`src/hw/rtl/dra_pkg.sv`:
```
// Shared types and constants for the dense rank assigner.
// No dependencies; imported by dra_store and dense_rank_assigner_unit.
package dra_pkg;

  // Width of the rank field on the result channel
  localparam int RANK_OUT_W = 7;

  // Sequencer states, one-hot
  typedef enum logic [3:0] {
    S_LOAD  = 4'b0001,
    S_SWEEP = 4'b0010,
    S_READ  = 4'b0100,
    S_FETCH = 4'b1000
  } state_t;

  // Write enables into the value and rank memories
  typedef struct packed {
    logic val_we;
    logic rank_we;
  } store_wr_t;

endpackage

```
`src/hw/rtl/dra_store.sv`:
```
// Value and rank memories of the dense rank assigner.
// One write port and one registered read port each, shared address.
// Depends on dra_pkg (store_wr_t).
module dra_store import dra_pkg::*; #(
  parameter int DEPTH      = 64,
  parameter int VALUE_BITS = 32,
  parameter int RANK_BITS  = 7
) (
  input  logic                         clk,
  input  store_wr_t                    wr,
  input  logic [$clog2(DEPTH)-1:0]     wr_addr,
  input  logic signed [VALUE_BITS-1:0] val_wdata,
  input  logic [RANK_BITS-1:0]         rank_wdata,
  input  logic [$clog2(DEPTH)-1:0]     rd_addr,
  output logic signed [VALUE_BITS-1:0] val_rdata,
  output logic [RANK_BITS-1:0]         rank_rdata
);

  logic signed [VALUE_BITS-1:0] val_mem  [DEPTH];
  logic [RANK_BITS-1:0]         rank_mem [DEPTH];

  // value memory
  always_ff @(posedge clk) begin
    if (wr.val_we) begin
      val_mem[wr_addr] <= val_wdata;
    end
    val_rdata <= val_mem[rd_addr];
  end

  // rank memory, zero means no rank yet
  always_ff @(posedge clk) begin
    if (wr.rank_we) begin
      rank_mem[wr_addr] <= rank_wdata;
    end
    rank_rdata <= rank_mem[rd_addr];
  end

endmodule

```
`src/hw/rtl/dense_rank_assigner_unit.sv`:
```
// Dense rank assigner top level: load sequencer, sweep compare unit, result register.
// Depends on dra_pkg and dra_store.
//
// Values are loaded one beat per cycle; beats beyond MAX_ITEMS are dropped, and a
// marked beat ends the list even when dropped. On the marked beat the block stops
// taking input and runs sweeps over the N stored entries with one shared compare
// unit, one entry per cycle through the memory read port: each sweep hands the
// current rank to the entries equal to the previous minimum and finds the next
// minimum among the rest. Each sweep issues a read for every entry, takes in the last
// read data and then turns around to the next rank or to emission. With D distinct
// values that is D+1 sweeps.
// Ranks then leave in load order, each fetched once the output register is free, the
// final one marked with last_out. Input is taken again as soon as the final rank sits
// in the output register. Nothing needs clearing after reset.
module dense_rank_assigner_unit import dra_pkg::*; #(
  parameter int MAX_ITEMS  = 64,
  parameter int VALUE_BITS = 32
) (
  input  logic                         clk,
  input  logic                         rst,
  input  logic                         in_valid,
  output logic                         in_ready,
  input  logic signed [VALUE_BITS-1:0] value_in,
  input  logic                         is_last,
  output logic                         out_valid,
  input  logic                         out_ready,
  output logic [RANK_OUT_W-1:0]        rank_out,
  output logic                         last_out
);

  localparam int IDX_W = $clog2(MAX_ITEMS);
  localparam int CNT_W = $clog2(MAX_ITEMS + 1);

  state_t                       state;
  logic [CNT_W-1:0]             count;
  logic [CNT_W-1:0]             issue;
  logic [IDX_W-1:0]             pidx;
  logic                         pv;
  logic [CNT_W-1:0]             pass;
  logic                         have_min;
  logic                         found;
  logic signed [VALUE_BITS-1:0] cur_min;
  logic signed [VALUE_BITS-1:0] new_min;

  store_wr_t                    wr;
  logic [IDX_W-1:0]             wr_addr;
  logic [CNT_W-1:0]             rank_wdata;
  logic signed [VALUE_BITS-1:0] val_rd;
  logic [CNT_W-1:0]             rank_rd;

  logic in_acc;
  logic out_acc;
  logic room;
  logic issuing;
  logic unranked;
  logic hit;
  logic final_idx;

  assign in_ready  = (state == S_LOAD);
  assign in_acc    = in_valid & in_ready;
  assign out_acc   = out_valid & out_ready;
  assign room      = (count < CNT_W'(MAX_ITEMS));
  assign issuing   = (issue < count);
  assign unranked  = (rank_rd == '0);
  assign hit       = pv & unranked & have_min & (val_rd == cur_min);
  assign final_idx = (issue == count - CNT_W'(1));

  // memory write port: load stores value and clears rank, sweep writes ranks
  always_comb begin
    wr.val_we  = in_acc & room;
    wr.rank_we = (in_acc & room) | ((state == S_SWEEP) & hit);
    wr_addr    = (state == S_LOAD) ? count[IDX_W-1:0] : pidx;
    rank_wdata = (state == S_LOAD) ? '0 : pass;
  end

  dra_store #(
    .DEPTH      (MAX_ITEMS),
    .VALUE_BITS (VALUE_BITS),
    .RANK_BITS  (CNT_W)
  ) u_store (
    .clk        (clk),
    .wr         (wr),
    .wr_addr    (wr_addr),
    .val_wdata  (value_in),
    .rank_wdata (rank_wdata),
    .rd_addr    (issue[IDX_W-1:0]),
    .val_rdata  (val_rd),
    .rank_rdata (rank_rd)
  );

  // sequencer, sweep compare unit and result register
  always_ff @(posedge clk) begin
    if (rst) begin
      state     <= S_LOAD;
      count     <= '0;
      issue     <= '0;
      pv        <= 1'b0;
      pass      <= '0;
      have_min  <= 1'b0;
      found     <= 1'b0;
      out_valid <= 1'b0;
    end else begin
      if (out_acc) begin
        out_valid <= 1'b0;
      end
      case (state)
        S_LOAD: begin
          if (in_acc) begin
            if (room) begin
              count <= count + CNT_W'(1);
            end
            if (is_last) begin
              state    <= S_SWEEP;
              issue    <= '0;
              pv       <= 1'b0;
              pass     <= '0;
              have_min <= 1'b0;
              found    <= 1'b0;
            end
          end
        end
        S_SWEEP: begin
          // issue reads; data returns in the next cycle tagged by pidx
          pv <= issuing;
          if (issuing) begin
            issue <= issue + CNT_W'(1);
            pidx  <= issue[IDX_W-1:0];
          end
          // next minimum among entries still unranked after this sweep
          if (pv && unranked && !hit) begin
            if (!found || (val_rd < new_min)) begin
              new_min <= val_rd;
              found   <= 1'b1;
            end
          end
          // sweep done: next rank or emit
          if (!issuing && !pv) begin
            issue <= '0;
            if (found) begin
              pass     <= pass + CNT_W'(1);
              cur_min  <= new_min;
              have_min <= 1'b1;
              found    <= 1'b0;
            end else begin
              state <= S_READ;
            end
          end
        end
        S_READ: begin
          if (!out_valid) begin
            state <= S_FETCH;
          end
        end
        S_FETCH: begin
          rank_out  <= RANK_OUT_W'(rank_rd);
          last_out  <= final_idx;
          out_valid <= 1'b1;
          if (final_idx) begin
            state    <= S_LOAD;
            count    <= '0;
            issue    <= '0;
            pass     <= '0;
            have_min <= 1'b0;
          end else begin
            issue <= issue + CNT_W'(1);
            state <= S_READ;
          end
        end
        default: begin
          state <= S_LOAD;
        end
      endcase
    end
  end

  // rank handed out never exceeds the number of stored entries
  a_pass_bound: assert property (@(posedge clk) disable iff (rst)
    pass <= count)
    else $error("rank counter beyond entry count");

  // a sweep rank write always lands on a stored entry
  a_wr_in_range: assert property (@(posedge clk) disable iff (rst)
    (state == S_SWEEP) && wr.rank_we |-> (CNT_W'(pidx) < count))
    else $error("rank write outside stored entries");

  // the result register is only loaded when it was free
  a_no_overwrite: assert property (@(posedge clk) disable iff (rst)
    (state == S_FETCH) |-> !out_valid)
    else $error("result register overwritten");

  // input is never taken while ranks of a list remain to be fetched
  a_no_load_busy: assert property (@(posedge clk) disable iff (rst)
    (state == S_READ) && !final_idx |=> !in_ready)
    else $error("input accepted mid emission");

endmodule
```
`config.mk`:
```
export PLATFORM = sky130hd
export DESIGN_NAME = dense_rank_assigner_unit
export DESIGN_NICKNAME = d
export VERILOG_FILES = /design/src/hw/rtl/dra_pkg.sv /design/src/hw/rtl/dra_store.sv /design/src/hw/rtl/dense_rank_assigner_unit.sv
export SDC_FILE = /design/constraint.sdc
export NUM_CORES = 2
export LEC_CHECK = 0
export BUFFER_PORTS_ARGS = -buffer_cell sky130_fd_sc_hd__buf_2
export CAP_MARGIN = 20
export CELL_PAD_IN_SITES_DETAIL_PLACEMENT = 0
export CELL_PAD_IN_SITES_GLOBAL_PLACEMENT = 1
export CORE_MARGIN = 1.5
export CORE_UTILIZATION = 45
export CTS_CLUSTER_SIZE = 28
export DETAILED_ROUTE_END_ITERATION = 7
export GPL_ROUTABILITY_DRIVEN = 1
export PLACE_DENSITY = 0.73
export REMOVE_ABC_BUFFERS = 1
export SLEW_MARGIN = 40
export SYNTH_ARGS = -nofsm -noshare
export SYNTH_HDL_FRONTEND = slang
export SYNTH_SLANG_ARGS = --single-unit
```
`constraint.sdc`:
```
create_clock -name clk -period 4.2 [get_ports clk]
set_input_delay 0.84 -clock clk [delete_from_list [all_inputs] [get_ports clk]]
set_output_delay 0.84 -clock clk [all_outputs]
set_load 0.01 [all_outputs]
```
==> out/qor.yml <==
timing:
  maxClockFrequency_ghz: 0.2747
  fin_skew_ns: 0.09296
  fin_setup_tns_ns: 0
  finalSetupViolations: 0
  final.period_utilization_pct: 86.66
  timing_hold_violations_final: 0
  slew_viols_final: 0
  tightest_slew_ns: 0.8245
  relSlewSlack_pct: 44.92
  rsz_0062_raised_after_global_routing: "no"
  timing.final.crit_period_ns: 3.640
power_and_ir_drop:
  power.sequential.fraction_pct: 54.3
  cell_internal_power_mw: 42.86
  share_comb_of_total_power_pct: 2.0
  clockPowerShare_pct: 43.8
  worst_supply_voltage_drop_on_vdd_mv: 0.4874
  total_switching_power_mw: 10.61
  power_mw: 53.47
  power_leakage_nw: 35.97
  netSwitchingFraction_pct: 19.84
  power-per-cell-area_nw_per_um2: 456.7
clock_tree:
  cts-root-to-sink-buffers: 4
  postCtsSetupRepairBufs: 0
  cts.sinks: 2642
  clk_pin_slew_ns: 0.06
  cts_made_buffers: 281
  h-tree-depth: 5
  tritoncts: "built"
  ctsResizeCount: 0
  clk_latency_worst_skew_pair_ns: 0.94
  clk_root_buffer_cell: "sky130_fd_sc_hd__clkbuf_16"
  post_cts_hold_buffer_count: 0
placed_design:
  postPlaceCellArea_sq_um: 108500
  gp_congestion: 0.7856
  place_hpwl_um: 132300
  port_buffers: 46
floorplan:
  start_util_pct: 45.25
  die_width_um: 478.3
  die_area_sq_um: 228800
  fp.coreArea_sq_um: 224700
  ios: 47
  die_h_um: 478.3
  floorplan.rows: 174
critical_path:
  worstPathRequired_ns: 4.92
  worstSetupPathDepth: 7
  worst-r2r-setup-slack_ns: 0.56
  critPathMaxStageDelay_ns: 0.75
  slowest_stage: "sky130_fd_sc_hd__dfxtp_4"
  crit_fanout: 30
  crit_path_cell_trace: "buf_12 > buf_4 > buf_4 > mux4_2 > mux4_2 > mux2i_1 > a21oi_1"
  critical_path.endpoint_type: "flip-flop"
  timing.critical_path.to: "u_store.val_rdata[18]"
  reg2regPathDepth: 7
  crit-reg2reg-launch: "issue[2]"
  worst-setup-path-type: "flip-flop to flip-flop"
  critPathArrivalTime_ns: 4.36
  worstSetupStartpoint: "issue[2]"
  critical_path.reg2reg.endpoint: "u_store.val_rdata[18]"
  cpLargestDelayFamily: "multiplexers"
  timing.critical_path.buf_inv: 3
  critical_path_launch_point_type: "flip-flop"
finish:
  design.final.nets: 4806
  layout.cell_area.non_filler_sq_um: 117100
  syn_to_final_growth_pct: 15.15
  final_core_utilization_pct: 52.11
  layout-drive-gt1-share_pct: 31.43
  layout.cells.most_common_list: "2574 x sky130_fd_sc_hd__edfxtp_1, 775 x sky130_fd_sc_hd__mux4_2, 286 x sky130_fd_sc_hd__clkbuf_16, 213 x sky130_fd_sc_hd__buf_4, 84 x sky130_fd_sc_hd__buf_12"
  mostFrequentLayoutCell: "sky130_fd_sc_hd__edfxtp_1"
synth:
  post_synth_num_cell_types: 63
  post_synth_edffs: 2574
  synthesis.yosys.warnings: 0
  synth-seq-cells: 2642
  postSynth.topFlopCell: "sky130_fd_sc_hd__edfxtp_1"
  asyncSetResetFlopFracSynth_pct: 0
  synth-seq-area-share_pct: 77.36
  postSynthCellCount: 4352
  synth.avg_cell_area_sq_um: 23.36
  syn-cell-area_sq_um: 101700
route:
  initial_drt_markers: 5917
  route.detailed.wl_per_inst_um: 31.68
  detailroute.via_count: 48340
  drc: 0
  detailed_route_wire_length_um: 251000
  drt-vias-per-instance: 6.101
  detail-route-antenna-nets: 0
  dr.pass1.iters: 5
flow_run:
  drv_cap: 0
grt:
  global_route_wire_length_before_repair_um: 360100
  antenna_found_initial: 6
  grt_overflow: 0
  gr-usage-all-layers_pct: 21.92
  largest_net_degree_at_the_start_of_global_routing: 96
  grt_pass1_vias: 48540
run_status:
  run_status: "finished, final reports clean"
hold_path:
  min-delay-path-class: "input port to flip-flop"
-- through the flow --
stage	setup slack, ns	hold WS [ns]	std cells
after floorplan	-24.40	0.4086	4125
after global placement	0.3860	0.4167	7429
after detailed placement	0.4017	0.4261	7436
after CTS	0.4627	0.1751	7920
after global routing	0.4549	0.1892	7921
final	0.5601	0.2292	7923
-- flip-flops by register name, indices dropped and copies added (netlist names), 7 cells and up --
| name | cells |
|---|---|
| u_store.val_mem | 2048 |
| u_store.rank_mem | 448 |
| cur_min | 32 |
| new_min | 32 |
| u_store.val_rdata | 32 |
| count | 7 |
| issue | 7 |
| pass | 7 |
| rank_out | 7 |
| u_store.rank_rdata | 7 |
-- power by group through the flow --
stage	clock (mW)	combinational, mW	sequential (mW)
finish	23.4	1.05	29.0
global route	24.8	1.12	29.0
CTS	23.8	1.06	29.0
detailed placement	0	1.06	29.6
global placement	0	1.01	29.6
floorplan	0	0.427	29.6
-- layer usage --
layer | track usage (%) | wire, um | vias to the layer above
li1 | - | - | 19360
met1 | 31.09 | 101600 | 26300
met2 | 35.42 | 123100 | 2231
met3 | 3.328 | 18800 | 440
met4 | 6.522 | 7564 | 2
met5 | 0 | 13 | -
-- synthesized netlist by cell type, drive strengths merged, types with 3 or more instances --
library cell	number	share of area [%]
and3	5	0.032
mux2i	46	0.45
clkbuf	105	0.39
buf	122	0.60
dfxtp	68	1.3
edfxtp	2574	76
a21oi	50	0.25
nor2b	44	0.27
nand3b	4	0.030
ha	42	0.52
nor3	74	0.36
xnor2	40	0.34
mux4	775	17
nand2	45	0.17
nand3	30	0.15
nand2b	16	0.098
inv	45	0.17
a211oi	65	0.48
xor2	3	0.026
nand4	16	0.098
nor4	4	0.025
or3	4	0.025
o31ai	8	0.059
nor2	95	0.35
or2	3	0.018
mux2	3	0.033
o2111ai	3	0.032
a31oi	5	0.031
a21o	14	0.10
o21ai	13	0.064
-- how the worst min path moves through the flow --
stage,start,to,slack [ns],cells after the start
2_1_floorplan,u_store.rank_rdata[2],rank_out[2],0.41,0
3_3_place_gp,u_store.rank_rdata[5],rank_out[5],0.42,0
3_5_place_dp,u_store.rank_rdata[4],rank_out[4],0.43,0
4_1_cts,out_ready,out_valid,0.18,3
5_1_grt,out_ready,out_valid,0.19,3
6_report,out_ready,out_valid,0.23,3
-- area by class of cell --
cell class / count / area (sq um)
Timing Repair Buffer: 319 / 3501
Clock buffer: 358 / 7477
Sequential cell: 2642 / 78680
Clock inverter: 126 / 1081
Tap cell: 2992 / 3744
Fill cell: 16970 / 107600
Inverter: 45 / 168.9
Multi-Input combinational cell: 1438 / 22420
Antenna cell: 3 / 7.507
-- worst register-to-register path: stages (launching register included) --
cell and delay, ns:
sky130_fd_sc_hd__dfxtp_4 0.75, sky130_fd_sc_hd__buf_12 0.35, sky130_fd_sc_hd__buf_4 0.38, sky130_fd_sc_hd__buf_4 0.28
sky130_fd_sc_hd__mux4_2 0.33, sky130_fd_sc_hd__mux4_2 0.53, sky130_fd_sc_hd__mux2i_1 0.60, sky130_fd_sc_hd__a21oi_1 0.30
-- logic make-up (layout without fill, tap and decap cells) --
kind of cell | after synthesis | count (layout) | share of synthesized area, %
AOI/OAI and AO/OA | 184 | 184 | 1.250
xor gates and xnor gates | 44 | 44 | 0.3926
adders and majority gates | 42 | 42 | 0.5169
buffers and inverters | 272 | 848 | 1.158
DFF | 2642 | 2642 | 77.36
muxes | 824 | 824 | 17.65
other | 0 | 3 | 0
and+or+nand+nor | 344 | 344 | 1.666
Power figures use the tool's default switching activity.
